==> src/sv/rntd_pkg.sv <==
`timescale 1ns / 1ps

package rntd_pkg;

    localparam int INT_WIDTH       = 31;
    localparam int FRAC_WIDTH      = 32;
    localparam int MAX_FRAC_DIGITS = 10;
    localparam int STACK_DEPTH     = 32;

    localparam int RADIX_W   = 5;
    localparam int DIGIT_W   = 4;
    localparam int CHAR_W    = 8;
    localparam int DIV_CHUNK = 8;
    localparam int DIV_STEPS = (INT_WIDTH + DIV_CHUNK - 1) / DIV_CHUNK;
    localparam int DIV_WIDTH = DIV_STEPS * DIV_CHUNK;
    localparam int STEP_W    = (DIV_STEPS > 1) ? $clog2(DIV_STEPS) : 1;
    localparam int ADDR_W    = $clog2(STACK_DEPTH);
    localparam int CNT_W     = $clog2(STACK_DEPTH + 1);
    localparam int FCNT_W    = $clog2(MAX_FRAC_DIGITS + 1);
    localparam int PROD_W    = FRAC_WIDTH + RADIX_W;

    localparam longint unsigned FRAC_EPS =
        ((64'd1 << FRAC_WIDTH) - 64'd1) / 64'd100000000;

    localparam logic [RADIX_W-1:0] RADIX_RESET = RADIX_W'(10);
    localparam logic [RADIX_W-1:0] RADIX_MIN   = RADIX_W'(2);
    localparam logic [RADIX_W-1:0] RADIX_MAX   = RADIX_W'(16);

    localparam logic [CHAR_W-1:0] CHAR_ZERO = 8'h30;
    localparam logic [CHAR_W-1:0] CHAR_A    = 8'h41;
    localparam logic [CHAR_W-1:0] CHAR_SEP  = 8'h2C;

    typedef struct packed {
        logic [INT_WIDTH-1:0]  int_part;
        logic [FRAC_WIDTH-1:0] frac_part;
    } in_item_t;

    typedef struct packed {
        logic [CHAR_W-1:0] out_char;
        logic              last;
    } out_item_t;

    typedef struct packed {
        logic load;
        logic div_step;
        logic push;
        logic pop;
        logic emit_digit;
        logic emit_sep;
        logic emit_frac;
    } cmd_t;

    typedef struct packed {
        logic div_last;
        logic quot_zero;
        logic cnt_zero;
        logic slot_free;
        logic frac_done;
    } status_t;

    function automatic logic [CHAR_W-1:0] to_ascii(input logic [DIGIT_W-1:0] d);
        logic [CHAR_W-1:0] c;
        if (d < DIGIT_W'(10))
        begin
            c = CHAR_ZERO + CHAR_W'(d);
        end
        else
        begin
            c = CHAR_A + CHAR_W'(d - DIGIT_W'(10));
        end
        return c;
    endfunction

endpackage

==> src/sv/rntd_ram.sv <==
`timescale 1ns / 1ps

module rntd_ram #(
    parameter int WIDTH = 4,
    parameter int DEPTH = 32
) (
    input  logic                     clk,
    input  logic                     we,
    input  logic [$clog2(DEPTH)-1:0] waddr,
    input  logic [WIDTH-1:0]         wdata,
    input  logic                     re,
    input  logic [$clog2(DEPTH)-1:0] raddr,
    output logic [WIDTH-1:0]         rdata
);

    logic [WIDTH-1:0] mem_reg [DEPTH];
    logic [WIDTH-1:0] rdata_reg;

    always_ff @(posedge clk)
    begin
        if (we)
        begin
            mem_reg[waddr] <= wdata;
        end
        if (re)
        begin
            rdata_reg <= mem_reg[raddr];
        end
    end

    assign rdata = rdata_reg;

endmodule

==> src/sv/rntd_ctrl.sv <==
`timescale 1ns / 1ps

module rntd_ctrl (
    input  logic               clk,
    input  logic               rst_n,
    input  logic               in_valid,
    output logic               in_ready,
    input  rntd_pkg::status_t  st,
    output rntd_pkg::cmd_t     cmd
);

    typedef enum logic [5:0] {
        ST_IDLE    = 6'b000001,
        ST_DIV     = 6'b000010,
        ST_POP_RD  = 6'b000100,
        ST_POP_OUT = 6'b001000,
        ST_SEP     = 6'b010000,
        ST_FRAC    = 6'b100000
    } state_t;

    state_t state_reg;
    state_t state_next;

    always_comb
    begin
        state_next = state_reg;
        cmd        = '0;
        in_ready   = 1'b0;
        unique case (state_reg)
            ST_IDLE:
            begin
                in_ready = 1'b1;
                if (in_valid)
                begin
                    cmd.load   = 1'b1;
                    state_next = ST_DIV;
                end
            end
            ST_DIV:
            begin
                cmd.div_step = 1'b1;
                if (st.div_last)
                begin
                    cmd.push = 1'b1;
                    if (st.quot_zero)
                    begin
                        state_next = ST_POP_RD;
                    end
                end
            end
            ST_POP_RD:
            begin
                cmd.pop    = 1'b1;
                state_next = ST_POP_OUT;
            end
            ST_POP_OUT:
            begin
                if (st.slot_free)
                begin
                    cmd.emit_digit = 1'b1;
                    state_next     = st.cnt_zero ? ST_SEP : ST_POP_RD;
                end
            end
            ST_SEP:
            begin
                if (st.slot_free)
                begin
                    cmd.emit_sep = 1'b1;
                    state_next   = ST_FRAC;
                end
            end
            ST_FRAC:
            begin
                if (st.slot_free)
                begin
                    cmd.emit_frac = 1'b1;
                    if (st.frac_done)
                    begin
                        state_next = ST_IDLE;
                    end
                end
            end
            default:
            begin
                state_next = ST_IDLE;
            end
        endcase
    end

    always_ff @(posedge clk or negedge rst_n)
    begin
        if (!rst_n)
        begin
            state_reg <= ST_IDLE;
        end
        else
        begin
            state_reg <= state_next;
        end
    end

    a_accept_starts_div: assert property (@(posedge clk) disable iff (!rst_n)
        (in_valid && in_ready) |=> (state_reg == ST_DIV))
        else $error("accepted item did not start the division");

    a_frac_end_idle: assert property (@(posedge clk) disable iff (!rst_n)
        (cmd.emit_frac && st.frac_done) |=> (state_reg == ST_IDLE))
        else $error("final character did not return to idle");

endmodule

==> src/sv/rntd_dpath.sv <==
`timescale 1ns / 1ps

module rntd_dpath (
    input  logic                              clk,
    input  logic                              rst_n,
    input  rntd_pkg::in_item_t                in_data,
    input  logic                              cfg_valid,
    input  logic [rntd_pkg::RADIX_W-1:0]      cfg_data,
    input  logic                              out_ready,
    output logic                              out_valid,
    output rntd_pkg::out_item_t               out_data,
    input  rntd_pkg::cmd_t                    cmd,
    output rntd_pkg::status_t                 st
);

    logic [rntd_pkg::RADIX_W-1:0]   radix_reg;
    logic [rntd_pkg::RADIX_W-1:0]   radix_eff_reg;
    logic [rntd_pkg::RADIX_W-1:0]   radix_clamped;
    logic [rntd_pkg::DIV_WIDTH-1:0] div_reg;
    logic [rntd_pkg::DIV_WIDTH-1:0] div_next;
    logic [rntd_pkg::DIGIT_W-1:0]   rem_reg;
    logic [rntd_pkg::DIGIT_W-1:0]   rem_next;
    logic [rntd_pkg::STEP_W-1:0]    step_reg;
    logic [rntd_pkg::CNT_W-1:0]     cnt_reg;
    logic [rntd_pkg::CNT_W-1:0]     cnt_dec;
    logic [rntd_pkg::FRAC_WIDTH-1:0] frac_reg;
    logic [rntd_pkg::FCNT_W-1:0]    fcnt_reg;
    logic [rntd_pkg::PROD_W-1:0]    prod;
    logic [rntd_pkg::DIGIT_W-1:0]   frac_digit;
    logic [rntd_pkg::FRAC_WIDTH-1:0] frac_rest;
    logic                           push_ok;
    logic [rntd_pkg::DIGIT_W-1:0]   stack_rdata;
    logic                           out_valid_reg;
    rntd_pkg::out_item_t            out_reg;

    // config register, raw bits kept
    always_ff @(posedge clk or negedge rst_n)
    begin
        if (!rst_n)
        begin
            radix_reg <= rntd_pkg::RADIX_RESET;
        end
        else if (cfg_valid)
        begin
            radix_reg <= cfg_data;
        end
    end

    always_comb
    begin
        if (radix_reg < rntd_pkg::RADIX_MIN)
        begin
            radix_clamped = rntd_pkg::RADIX_MIN;
        end
        else if (radix_reg > rntd_pkg::RADIX_MAX)
        begin
            radix_clamped = rntd_pkg::RADIX_MAX;
        end
        else
        begin
            radix_clamped = radix_reg;
        end
    end

    // one chunk of long division by the radix per cycle
    always_comb
    begin
        logic [rntd_pkg::DIV_CHUNK-1:0] top;
        logic [rntd_pkg::DIV_CHUNK-1:0] qbits;
        logic [rntd_pkg::DIGIT_W-1:0]   r;
        logic [rntd_pkg::DIGIT_W:0]     t;
        top   = div_reg[rntd_pkg::DIV_WIDTH-1 -: rntd_pkg::DIV_CHUNK];
        qbits = '0;
        r     = rem_reg;
        for (int i = rntd_pkg::DIV_CHUNK - 1; i >= 0; i--)
        begin
            t = {r, top[i]};
            if (t >= radix_eff_reg)
            begin
                t        = t - radix_eff_reg;
                qbits[i] = 1'b1;
            end
            r = t[rntd_pkg::DIGIT_W-1:0];
        end
        rem_next = r;
        div_next = {div_reg[rntd_pkg::DIV_WIDTH-rntd_pkg::DIV_CHUNK-1:0], qbits};
    end

    assign cnt_dec = cnt_reg - 1'b1;
    assign push_ok = cmd.push && (cnt_reg < rntd_pkg::CNT_W'(rntd_pkg::STACK_DEPTH));

    always_ff @(posedge clk or negedge rst_n)
    begin
        if (!rst_n)
        begin
            step_reg <= '0;
            cnt_reg  <= '0;
            fcnt_reg <= '0;
        end
        else if (cmd.load)
        begin
            step_reg <= '0;
            cnt_reg  <= '0;
            fcnt_reg <= '0;
        end
        else
        begin
            if (cmd.div_step)
            begin
                step_reg <= cmd.push ? '0 : step_reg + 1'b1;
            end
            if (push_ok)
            begin
                cnt_reg <= cnt_reg + 1'b1;
            end
            else if (cmd.pop)
            begin
                cnt_reg <= cnt_dec;
            end
            if (cmd.emit_frac)
            begin
                fcnt_reg <= fcnt_reg + 1'b1;
            end
        end
    end

    always_ff @(posedge clk)
    begin
        if (cmd.load)
        begin
            radix_eff_reg <= radix_clamped;
            div_reg       <= rntd_pkg::DIV_WIDTH'(in_data.int_part);
            rem_reg       <= '0;
            frac_reg      <= in_data.frac_part;
        end
        else
        begin
            if (cmd.div_step)
            begin
                div_reg <= div_next;
                rem_reg <= cmd.push ? '0 : rem_next;
            end
            if (cmd.emit_frac)
            begin
                frac_reg <= frac_rest;
            end
        end
    end

    rntd_ram #(
        .WIDTH (rntd_pkg::DIGIT_W),
        .DEPTH (rntd_pkg::STACK_DEPTH)
    ) u_stack (
        .clk   (clk),
        .we    (push_ok),
        .waddr (cnt_reg[rntd_pkg::ADDR_W-1:0]),
        .wdata (rem_next),
        .re    (cmd.pop),
        .raddr (cnt_dec[rntd_pkg::ADDR_W-1:0]),
        .rdata (stack_rdata)
    );

    // fraction digit: multiply by radix, digit leaves past the binary point
    assign prod       = rntd_pkg::PROD_W'(frac_reg) * rntd_pkg::PROD_W'(radix_eff_reg);
    assign frac_digit = prod[rntd_pkg::FRAC_WIDTH +: rntd_pkg::DIGIT_W];
    assign frac_rest  = prod[rntd_pkg::FRAC_WIDTH-1:0];

    assign st.div_last  = (step_reg == rntd_pkg::STEP_W'(rntd_pkg::DIV_STEPS - 1));
    assign st.quot_zero = (div_next == '0);
    assign st.cnt_zero  = (cnt_reg == '0);
    assign st.slot_free = !out_valid_reg || out_ready;
    assign st.frac_done = (frac_rest <= rntd_pkg::FRAC_WIDTH'(rntd_pkg::FRAC_EPS))
                       || (fcnt_reg == rntd_pkg::FCNT_W'(rntd_pkg::MAX_FRAC_DIGITS - 1));

    // output register
    always_ff @(posedge clk or negedge rst_n)
    begin
        if (!rst_n)
        begin
            out_valid_reg <= 1'b0;
        end
        else if (cmd.emit_digit || cmd.emit_sep || cmd.emit_frac)
        begin
            out_valid_reg <= 1'b1;
        end
        else if (out_ready)
        begin
            out_valid_reg <= 1'b0;
        end
    end

    always_ff @(posedge clk)
    begin
        if (cmd.emit_digit)
        begin
            out_reg.out_char <= rntd_pkg::to_ascii(stack_rdata);
            out_reg.last     <= 1'b0;
        end
        else if (cmd.emit_sep)
        begin
            out_reg.out_char <= rntd_pkg::CHAR_SEP;
            out_reg.last     <= 1'b0;
        end
        else if (cmd.emit_frac)
        begin
            out_reg.out_char <= rntd_pkg::to_ascii(frac_digit);
            out_reg.last     <= st.frac_done;
        end
    end

    assign out_valid = out_valid_reg;
    assign out_data  = out_reg;

    a_pop_nonempty: assert property (@(posedge clk) disable iff (!rst_n)
        cmd.pop |-> (cnt_reg != '0))
        else $error("digit stack popped while empty");

    a_cnt_bound: assert property (@(posedge clk) disable iff (!rst_n)
        cnt_reg <= rntd_pkg::CNT_W'(rntd_pkg::STACK_DEPTH))
        else $error("digit count beyond stack depth");

    a_emit_slot_free: assert property (@(posedge clk) disable iff (!rst_n)
        (cmd.emit_digit || cmd.emit_sep || cmd.emit_frac) |-> st.slot_free)
        else $error("character overwrote a pending transfer");

endmodule

==> src/sv/radix_number_to_digits.sv <==
`timescale 1ns / 1ps

// Converts an unsigned integer part and a 0.32 fraction to ASCII digits in the
// radix held by the configuration register (values below 2 act as 2, above 16
// as 16), sending the integer digits most significant first, a comma, then one
// to ten fraction digits, with last set on the final character. One number is
// converted at a time. Each integer digit comes from a full pass of the long
// divider, which takes eight dividend bits a cycle, and then passes through the
// digit stack, whose read is registered, in a read state and an output state;
// each fraction digit comes from one multiply by the radix. A new number is
// taken once the last character of the previous one sits in the output
// register.
module radix_number_to_digits (
    input  logic                          clk,
    input  logic                          rst_n,
    input  logic                          in_valid,
    output logic                          in_ready,
    input  rntd_pkg::in_item_t            in_data,
    output logic                          out_valid,
    input  logic                          out_ready,
    output rntd_pkg::out_item_t           out_data,
    input  logic                          cfg_valid,
    output logic                          cfg_ready,
    input  logic [rntd_pkg::RADIX_W-1:0]  cfg_data
);

    rntd_pkg::cmd_t    cmd;
    rntd_pkg::status_t st;

    assign cfg_ready = 1'b1;

    rntd_ctrl u_ctrl (
        .clk      (clk),
        .rst_n    (rst_n),
        .in_valid (in_valid),
        .in_ready (in_ready),
        .st       (st),
        .cmd      (cmd)
    );

    rntd_dpath u_dpath (
        .clk       (clk),
        .rst_n     (rst_n),
        .in_data   (in_data),
        .cfg_valid (cfg_valid),
        .cfg_data  (cfg_data),
        .out_ready (out_ready),
        .out_valid (out_valid),
        .out_data  (out_data),
        .cmd       (cmd),
        .st        (st)
    );

endmodule
==> config.mk <==
export PLATFORM = sky130hd
export DESIGN_NAME = radix_number_to_digits
export DESIGN_NICKNAME = d
export VERILOG_FILES = /design/src/sv/rntd_pkg.sv /design/src/sv/rntd_ram.sv /design/src/sv/rntd_ctrl.sv /design/src/sv/rntd_dpath.sv /design/src/sv/radix_number_to_digits.sv
export SDC_FILE = /design/constraint.sdc
export NUM_CORES = 1
export LEC_CHECK = 0
export BUFFER_PORTS_ARGS = -buffer_cell sky130_fd_sc_hd__buf_2
export CAP_MARGIN = 5
export CORE_MARGIN = 4
export CORE_UTILIZATION = 45
export DETAILED_ROUTE_END_ITERATION = 8
export HOLD_SLACK_MARGIN = 0.1
export PLACE_DENSITY_LB_ADDON = 0.08
export SLEW_MARGIN = 0
export SYNTH_ARGS = -nofsm -noshare
export SYNTH_HDL_FRONTEND = slang
export SYNTH_HIERARCHICAL = 1
export SYNTH_SLANG_ARGS = --single-unit
==> constraint.sdc <==
create_clock -name clk -period 28.9 [get_ports clk]
set_input_delay 8.67 -clock clk [delete_from_list [all_inputs] [get_ports clk]]
set_output_delay 8.67 -clock clk [all_outputs]
set_load 0.005 [all_outputs]
==> metrics.md <==
| Metric | Value |
|---|---|
| RSZ-0062 raised after global routing | false |
| Number of synthesized register bits | 237 |
| Yosys warnings | 6 |
| Residual DRC count | 0 |
| Worst R2R Setup Slack | 14460 ps |
| Fin. Hold Viols | 0 |
| CTS Hold Bufs | 0 |
| Post-cts resize count | 0 |
| Final min period | 14440 ps |
| Critical path class | reg -> reg |
| Hold Path Class | reg -> reg |
| Row Count | 70 |
| Vias | 11300 |
| Sequential share of the synthesized area | 40.9% |
| Mapped Area | 17000 um2 |
| Worst-path fanout max | 33 |
| Vias/cell | 5.47 |
| CTS max path bufs | 3 |
| Max reg flops | ~130 |
| Placer Congestion | around 0.83 |
| N_diodes | 0 |
| Area Growth Syn to Fin | 10.8% |
| Pins over their slew limit | 0 |
| Synth Net Count | 1755 |
| Sinks on Clock Net | 237 |
| Top sig layer | met4 |
| Clock Latency Late Sink | 580 ps |
| First-pass GRT wire length | 64.2 mm |
| # nets final | between 1500 and 2000 |
| Max Cap Violations | 0 |
| Critical Path RT | between 20000 and 30000 ps |
| Met2 WL | approximately 19 mm |
| Initial antenna violation count | 0 |
| DRT Pass-1 Iters | 5 |
| EDFF count, synth | 207 |
| Core area | 36900 um2 |
| Slowest cell on crit path | mux2_2 |
| Crit. End Element | flip-flop |
| Clk slew on worst S/H paths | 60 ps |
| Largest net degree at the start of global routing | 90 |
| Root buffer cell | clkbuf_16 |
| H-tree depth | 1 |
| Outcome | finished clean |
| Detailed placement HPWL | 28.5 mm |
| FFs w/ async S/R, synth | 10.1% |
| Post-DRT Antenna Nets | 0 |
| Overall routing resource usage | 19.3% |
| Type of origin of the critical path | flip-flop |
| GRT Residual Overflow | 0 |
| Yosys cell types | 85 |
| Worst path max stage delay | 650 ps |
| Share of cells above drive strength 1 | between 10% and 20% |
| Met3 WL | between 1.5 and 2 mm |
| Final wirelength | 39.2 mm |
| PortBufs | 82 |
| Ports | 85 |
| Die Wd | about 200 um |
| Dominant synthesized flop cell | edfxtp_1 |
| Final setup TNS | 0 ps |
| Final setup vio count | 0 |
| Max transition margin | 25.4% |
| Setup Buffers After CTS | 0 |
| Worst EP arrival | 14900 ps |
| CTS tree | done |
| Wire per inst | approximately 19 um |
| Max Clock Skew | between 20 and 25 ps |
| Slew at the pin closest to its max-slew limit | 1110 ps |
| Vias in the first global route | 11700 |
| Max Fclk | 0.0692 GHz |
| Clock buffers created by TritonCTS | 28 |
| Die Y-Extent | 202 um |
| Detailed Route Iter0 Violations | 635 |
| Starting Density | 46.0% |
| Top cell by count, worst path | o21ai_0 |
| Met1 Wirelength | 18.1 mm |
| DIE AREA | 40800 um2 |
| Mean Syn Cell Area | 11.4 um2 |
| Post-synthesis cell count | 1487 |
| Crit share post-route | between 40 and 50% |
## logic make-up after synthesis
logic type	Yosys count	share of synthesized area [%]
AOI/OAI and AO/OA	210	8.10
DFF	237	40.9
and+or+nand+nor	485	14.3
xor gates and xnor gates	63	3.26
other	2	0.0443
muxes	114	10.1
buffers and inverters	181	4.47
adders and majority gates	195	18.7
## metal layers
metal,GRT usage [%],vias to the layer above
li1,-,5397
met1,27.2,5665
met2,31.7,235
met3,3.56,51
met4,3.83,0
met5,0,-
## cell usage after synthesis, types with 6 or more instances
master / n / area, um2
ha_1: 98 / 1230
and2_1: 75 / 469
mux2_2: 63 / 709
nor3_1: 10 / 50.1
mux2i_1: 11 / 110
dfrtp_1: 21 / 526
a21o_1: 18 / 135
dfxtp_1: 6 / 120
nand3b_1: 8 / 60.1
xor2_1: 19 / 166
edfxtp_1: 207 / 6220
buf_4: 6 / 45.0
nand2b_1: 23 / 144
nor2b_1: 11 / 68.8
fa_1: 97 / 1940
nand2_1: 189 / 709
clkbuf_1: 44 / 165
xnor2_1: 44 / 385
nor2_1: 78 / 293
and3_1: 12 / 75.1
o21a_1: 12 / 90.1
nor4_1: 13 / 81.3
o21ai_0: 63 / 315
buf_6: 7 / 78.8
a31oi_1: 10 / 62.6
nand3_1: 18 / 90.1
a21oi_1: 48 / 240
mux4_2: 40 / 901
nand4_1: 13 / 81.3
inv_1: 115 / 432
## area by class of cell
class / instances / area (um2)
clock buffer: 38 / 778
clock inverter: 14 / 195
fill: 3355 / 18100
inverter: 116 / 435
multi-input combinational: 1069 / 9270
sequential: 237 / 6940
tap: 504 / 631
timing repair buffer: 98 / 531
## final timing paths
path / start / to / depth (start not counted)
max in group asynchronous: rst_n / u_dpath/radix_reg[4] / 1
min: u_dpath/radix_reg[0] / u_dpath/radix_reg[0] / 1
min reg2reg: u_dpath/radix_reg[0] / u_dpath/radix_reg[0] / 1
max reg2reg: u_dpath/radix_eff_reg[2] / u_dpath/rem_reg[2] / 67
max: u_dpath/radix_eff_reg[2] / u_dpath/rem_reg[2] / 67
min in group asynchronous: rst_n / u_dpath/out_valid / 1
## stage by stage
stage / hold slack (ps) / utilization [%] / instance area, um2 / worst slack, ps / cells
finish: 511 / 50.9 / 18800 / 14460 / 2076
CTS: 514 / 50.9 / 18800 / 14260 / 2076
global route: 542 / 50.9 / 18800 / 12870 / 2076
floorplan: 460 / - / 17000 / 15140 / 1487
detailed placement: 495 / 48.3 / 17800 / 14320 / 2024
global placement: 479 / 48.3 / 17800 / 14850 / 2024
## worst max-delay path: cells and delay by family, from the launching register on
family          cells  cell delay, ps
simple gates       15            2370
fa+ha+maj           8            2130
compound gates     29            5810
mux                 6            2460
buf+inv             9            1200
flops               1             320
## placed cells by master, fill, tap and decap left out, types with 5 or more instances in the layout
| cell | synthesis | routed |
|---|---|---|
| edfxtp_1 | 207 | 207 |
| nand2_1 | 189 | 189 |
| inv_1 | 115 | 114 |
| ha_1 | 98 | 98 |
| fa_1 | 97 | 97 |
| buf_2 | 3 | 82 |
| nor2_1 | 78 | 78 |
| and2_1 | 75 | 74 |
| o21ai_0 | 63 | 63 |
| mux2_2 | 63 | 63 |
| a21oi_1 | 48 | 47 |
| xnor2_1 | 44 | 44 |
| mux4_2 | 40 | 40 |
| clkbuf_16 | 0 | 28 |
| nand2b_1 | 23 | 23 |
| dfrtp_1 | 21 | 21 |
| xor2_1 | 19 | 18 |
| a21o_1 | 18 | 18 |
| nand3_1 | 18 | 18 |
| buf_4 | 6 | 16 |
| nor4_1 | 13 | 13 |
| nand4_1 | 13 | 13 |
| o21a_1 | 12 | 12 |
| and3_1 | 12 | 12 |
| nor2b_1 | 11 | 11 |
| nor3_1 | 10 | 10 |
| mux2i_1 | 11 | 10 |
| a31oi_1 | 10 | 10 |
| nand3b_1 | 8 | 8 |
| clkbuf_1 | 44 | 6 |
| clkinv_2 | 0 | 6 |
| dfxtp_1 | 6 | 6 |
| o21bai_1 | 5 | 5 |
Power is not shown: default switching activity piles up to over one toggle a cycle in this logic, so the estimate is an artifact.
